[config.mk]
export PLATFORM = sky130hd
export DESIGN_NAME = sat_front
export DESIGN_NICKNAME = d
export VERILOG_FILES = /design/src/rtl/core/sat_pkg.sv /design/src/rtl/core/sat_front.sv
export SDC_FILE = /design/constraint.sdc
export NUM_CORES = 1
export LEC_CHECK = 0
export BUFFER_PORTS_ARGS = -buffer_cell sky130_fd_sc_hd__buf_4
export CORE_UTILIZATION = 45
export DETAILED_ROUTE_END_ITERATION = 16
export PLACE_DENSITY = 0.74
export SLEW_MARGIN = 40
export SYNTH_ARGS = -nofsm -noshare
export SYNTH_HDL_FRONTEND = slang
export SYNTH_SLANG_ARGS = --single-unit
[constraint.sdc]
create_clock -name i_clk -period 12.7 [get_ports i_clk]
set_clock_uncertainty 0.15 [all_clocks]
set_input_delay 3.81 -clock i_clk [delete_from_list [all_inputs] [get_ports i_clk]]
set_output_delay 3.81 -clock i_clk [all_outputs]
set_load 0.02 [all_outputs]
[src/rtl/core/sat_pkg.sv]
`default_nettype none
package sat_pkg;
    localparam int HistDepth = 10;
    localparam int MinFactor = 1229;
    localparam int SignChangeLimit = 4;
    localparam int QueueDepth = 2;

    typedef enum logic [2:0] {
        REG_GAIN = 3'd0, REG_DEADBAND = 3'd1, REG_CENTER = 3'd2, REG_MAX_ASSIST = 3'd3,
        REG_MAX_STEP = 3'd4, REG_OSC_AMP = 3'd5, REG_LOW_SPEED = 3'd6, REG_HIGH_SPEED = 3'd7
    } t_reg_idx;

    typedef struct packed {
        logic [9:0]  gain;
        logic [9:0]  deadband;
        logic [11:0] center_limit;
        logic [12:0] max_assist;
        logic [12:0] max_step;
        logic [12:0] osc_amp;
        logic [11:0] low_speed;
        logic [11:0] high_speed;
    } t_cfg;

    // classified sample handed from front to back
    typedef struct packed {
        logic signed [13:0] torque;
        logic [11:0]        speed;
        logic signed [15:0] angle;
        logic signed [14:0] rate;
        logic               base_on;
        logic               center_on;
        logic               speed_low;
        logic               speed_high;
    } t_item;

    typedef enum logic [3:0] {
        ST_IDLE, ST_DIV, ST_FACTOR, ST_MUL1, ST_MUL2, ST_CDIV, ST_DDIV, ST_SUM,
        ST_SCAN, ST_STEP, ST_OUT
    } t_state;
endpackage
`default_nettype wire

[src/rtl/core/sat_front.sv]
`default_nettype none
module sat_front (
    input  wire logic              i_clk,
    input  wire logic              i_rst_n,
    input  wire logic              i_valid,
    output logic                   o_ready,
    input  wire logic signed [13:0] i_driver_torque,
    input  wire logic [11:0]       i_vehicle_speed,
    input  wire logic signed [15:0] i_wheel_angle,
    input  wire logic signed [14:0] i_angular_rate,
    input  wire sat_pkg::t_cfg     i_cfg,
    output logic                   o_q_valid,
    input  wire logic              i_q_pop,
    output sat_pkg::t_item         o_q_item
);
    sat_pkg::t_item r_q [sat_pkg::QueueDepth];
    logic [1:0] r_cnt;
    logic r_wp, r_rp;
    logic [13:0] w_at;
    sat_pkg::t_item w_item;
    logic w_push;

    assign w_at = i_driver_torque[13] ? 14'(-i_driver_torque) : 14'(i_driver_torque);
    always_comb begin
        w_item.torque     = i_driver_torque;
        w_item.speed      = i_vehicle_speed;
        w_item.angle      = i_wheel_angle;
        w_item.rate       = i_angular_rate;
        // |-8192| wraps to 8192 in 14 bits unsigned; fine as unsigned
        w_item.base_on    = w_at > 14'(i_cfg.deadband);
        w_item.center_on  = w_at < 14'(i_cfg.center_limit);
        w_item.speed_low  = i_vehicle_speed <= i_cfg.low_speed;
        w_item.speed_high = i_vehicle_speed >= i_cfg.high_speed;
    end

    assign o_ready   = r_cnt != 2'd2;
    assign w_push    = i_valid && o_ready;
    assign o_q_valid = r_cnt != 2'd0;
    assign o_q_item  = r_q[r_rp];

    always_ff @(posedge i_clk) begin
        if (w_push) r_q[r_wp] <= w_item;
        if (!i_rst_n) begin
            r_cnt <= '0;
            r_wp  <= 1'b0;
            r_rp  <= 1'b0;
        end else begin
            if (w_push) r_wp <= ~r_wp;
            if (i_q_pop) r_rp <= ~r_rp;
            r_cnt <= r_cnt + 2'(w_push) - 2'(i_q_pop);
        end
    end
endmodule
`default_nettype wire

==> insert_results.sql <==
INSERT INTO impl_metrics (metric_group, metric, value, unit) VALUES
('status', 'outcome', 'finished clean', ''),
('finish', 'multiInputGateArea', '2010', 'sq um'),
('clock_network', 'worst_setup_hold_path_clk_slew', '0.05', 'ns'),
('routing', 'initialDrtViolationCount', '183', ''),
('die', 'floorplan.die.height', '117', 'microns'),
('clock_network', 'clock_latency', '0.40', 'ns'),
('timing', 'worst_slew_pin_slew', '0.715', 'ns'),
('min_path', 'worst_hold_startpoint', 'r_rp$_SDFFE_PN0P_', ''),
('finish', 'num_antenna_cells', '0', ''),
('die', 'dieWidth', '117', 'microns'),
('logic_synthesis', 'synthDistinctLibCells', '39', ''),
('logic_synthesis', 'postSynth.asyncResetShare', '0', '%'),
('clock_network', 'ctsResizeCount', '0', ''),
('routing', 'route.detailed.vias_per_inst', '4.97', ''),
('critical_path', 'crit_required', '12.67', 'ns'),
('critical_path', 'crit_arrival', '6.27', 'ns'),
('clock_network', 'cts.repair_timing.setup_buffer_count', '0', ''),
('finish', 'area.growth.synth_to_final', '35.4', '%'),
('die', 'fp.dieArea', '13700', 'sq um'),
('logic_synthesis', 'synthesis.area', '5970', 'sq um'),
('logic_synthesis', 'yosys_register_bits', '127', ''),
('critical_path', 'setup.worst_path.class', 'input pin to flop', ''),
('routing', 'vias', '3817', ''),
('power', 'max-vdd-ir-drop', '67.8', 'uV'),
('die', 'core_region_area', '12800', 'sq um'),
('clock_network', 'number_of_sinks_on_the_clock_net', '127', ''),
('timing', 'rsz0062_at_grt', 'no', ''),
('power', 'power_per_cell_area', '163', 'nW/um^2'),
('clock_network', 'hold_buffers', '0', ''),
('timing', 'timing_max_transition_violations_final', '0', ''),
('timing', 'timing.max_slew.rel_slack', '52.3', '%'),
('timing', 'final-hold-violation-count', '0', ''),
('power', 'p_leak', '3.42', 'nW'),
('routing', 'average_detailed_routed_wire_length_per_instance', '15.6', 'microns'),
('critical_path', 'crit_path_top_delay_cell', 'sky130_fd_sc_hd__or4b_1', ''),
('finish', 'fillerInstances', '948', ''),
('clock_network', 'clock_tree.buffer_depth', '2', ''),
('logic_synthesis', 'synth_edf_count', '122', ''),
('routing', 'dr.pass1.iters', '4', ''),
('grt', 'grt_pass1_vias', '3796', ''),
('critical_path', 'r2r-end', 'r_cnt[1]$_SDFF_PN0_', ''),
('logic_synthesis', 'synthesis.yosys.warnings', '0', ''),
('critical_path', 'crit_path_max_incr_delay', '0.48', 'ns'),
('critical_path', 'worstReg2RegStart', 'r_cnt[0]$_SDFF_PN0_', ''),
('routing', 'wl', '12.0', 'mm'),
('min_path', 'hold_class', 'flop to flop', ''),
('die', 'ios', '219', ''),
('die', 'initial_standard_cell_utilization_of_the_core', '46.8', '%'),
('place', 'buffer_ports.inserted', '169', ''),
('routing', 'count_of_antenna_violating_nets_left_after_detailed_routing', '0', ''),
('critical_path', 'worstSetupEndpointType', 'flop', ''),
('logic_synthesis', 'predominant_post_synthesis_flop_cell', 'sky130_fd_sc_hd__edfxtp_1', ''),
('logic_synthesis', 'post-synth-top-area-fraction', '61.3', '%'),
('timing', 'final.period_utilization', '49.6', '%'),
('grt', 'grt_overflow', '0', ''),
('logic_synthesis', 'synth_sequential_area_ratio', '63.0', '%'),
('die', 'fp-row-count', '41', ''),
('grt', 'grt_max_degree', '63', ''),
('logic_synthesis', 'syn-num-nets', '604', ''),
('critical_path', 'worstRegToRegCells', '8', ''),
('clock_network', 'tritoncts', 'yes', ''),
('grt', 'grt_antenna_before_repair', '0', ''),
('clock_network', 'cts_root_buffer', 'sky130_fd_sc_hd__clkbuf_16', ''),
('finish', 'drive_gt1_share', '36.9', '%'),
('finish', 'area.sequential', '3760', 'sq um'),
('critical_path', 'critical_path_buf_inv_count', '1', ''),
('timing', 'finalCriticalPeriod', '6.30', 'ns'),
('critical_path', 'timing.critical_path.from_type', 'input pin', ''),
('finish', 'layout_commonest_cell', 'sky130_fd_sc_hd__buf_4', ''),
('logic_synthesis', 'netlist.top_cell.by_area', 'sky130_fd_sc_hd__edfxtp_1', ''),
('clock_network', 'clock_tree.htree_level_count', '4', '');
==> metal layers <==
layer | share of wire [%] | vias to the layer above | GRT usage, % | wire length [microns]
met3 | 4.9 | 7 | 4.12 | 594
met2 | 52 | 118 | 31.3 | 6260
met4 | 0.79 | 0 | 5.82 | 95
met5 | 0 | - | 0 | 0
met1 | 42 | 1827 | 21.1 | 5060
li1 | - | 1865 | - | -
==> worst max-delay path by stage <==
| stage | depth (start not counted) | end | startpoint |
|---|---|---|---|
| CTS | 10 | r_q[1][3]$_DFFE_PP_ | i_driver_torque[3] |
| global placement | 8 | r_q[0][3]$_DFFE_PP_ | i_driver_torque[7] |
| detailed placement | 10 | r_q[1][3]$_DFFE_PP_ | i_driver_torque[3] |
| finish | 10 | r_q[0][3]$_DFFE_PP_ | i_driver_torque[3] |
| floorplan | 2 | r_q[0][0]$_DFFE_PP_ | i_valid |
| global route | 10 | r_q[1][3]$_DFFE_PP_ | i_driver_torque[3] |
==> worst min-delay path, stage by stage, from the launching register on <==
cell,delay (ns)
sky130_fd_sc_hd__dfxtp_1,0.32
sky130_fd_sc_hd__xor2_1,0.07
sky130_fd_sc_hd__and2_1,0.15
==> registers in the layout (all words and copies together), names as in the netlist, named ones only <==
register and flops:
r_rp 1, r_wp 1, r_cnt 2, r_q 122
==> per-stage QoR <==
step	instances	area [sq um]	hold WS [ns]	setup WS, ns	total power [mW]
6_report	768	8090	0.430	6.40	1.32
5_1_grt	768	8090	0.462	6.20	1.37
4_1_cts	768	8080	0.430	6.44	1.33
3_5_place_dp	736	7460	0.417	6.02	0.827
3_3_place_gp	736	7460	0.415	6.08	0.818
2_1_floorplan	400	5970	0.392	5.60	0.705
==> power breakdown <==
part	internal (mW)	switching [mW]
logic	0.123	0.154
registers	0.526	0.0131
clock network	0.329	0.175
total	0.977	0.342
==> layout make-up <==
type / instances / area share, %
clock buffers: 18 / 5.31
clock inverters: 14 / 2.34
inverters: 47 / 2.18
multi-input cells: 218 / 24.9
flip-flops and latches: 127 / 46.6
well taps: 172 / 2.66
repair buffers: 172 / 16.1
==> cells in the mapped netlist (4+ instances only) <==
cell type and n:
sky130_fd_sc_hd__o211ai_1 4, sky130_fd_sc_hd__mux2_1 49, sky130_fd_sc_hd__inv_1 47, sky130_fd_sc_hd__nor2_1 8, sky130_fd_sc_hd__ha_1 48, sky130_fd_sc_hd__nand2b_1 4
sky130_fd_sc_hd__nand2_1 9, sky130_fd_sc_hd__nand4_1 6, sky130_fd_sc_hd__xnor2_1 12, sky130_fd_sc_hd__o21ai_0 6, sky130_fd_sc_hd__and2_1 5, sky130_fd_sc_hd__buf_1 5
sky130_fd_sc_hd__o31ai_1 5, sky130_fd_sc_hd__a21o_1 9, sky130_fd_sc_hd__dfxtp_1 5, sky130_fd_sc_hd__a21oi_1 9, sky130_fd_sc_hd__mux2_2 12, sky130_fd_sc_hd__edfxtp_1 122
==> logic make-up after synthesis <==
kind of cell,synth area share (%)
flops,63.0
xor+xnor,1.91
compound gates,5.72
fa+ha+maj,10.1
mux,11.5
buf+inv,3.46
simple gates,4.38
No activity file was read; power rests on OpenSTA's default activity.
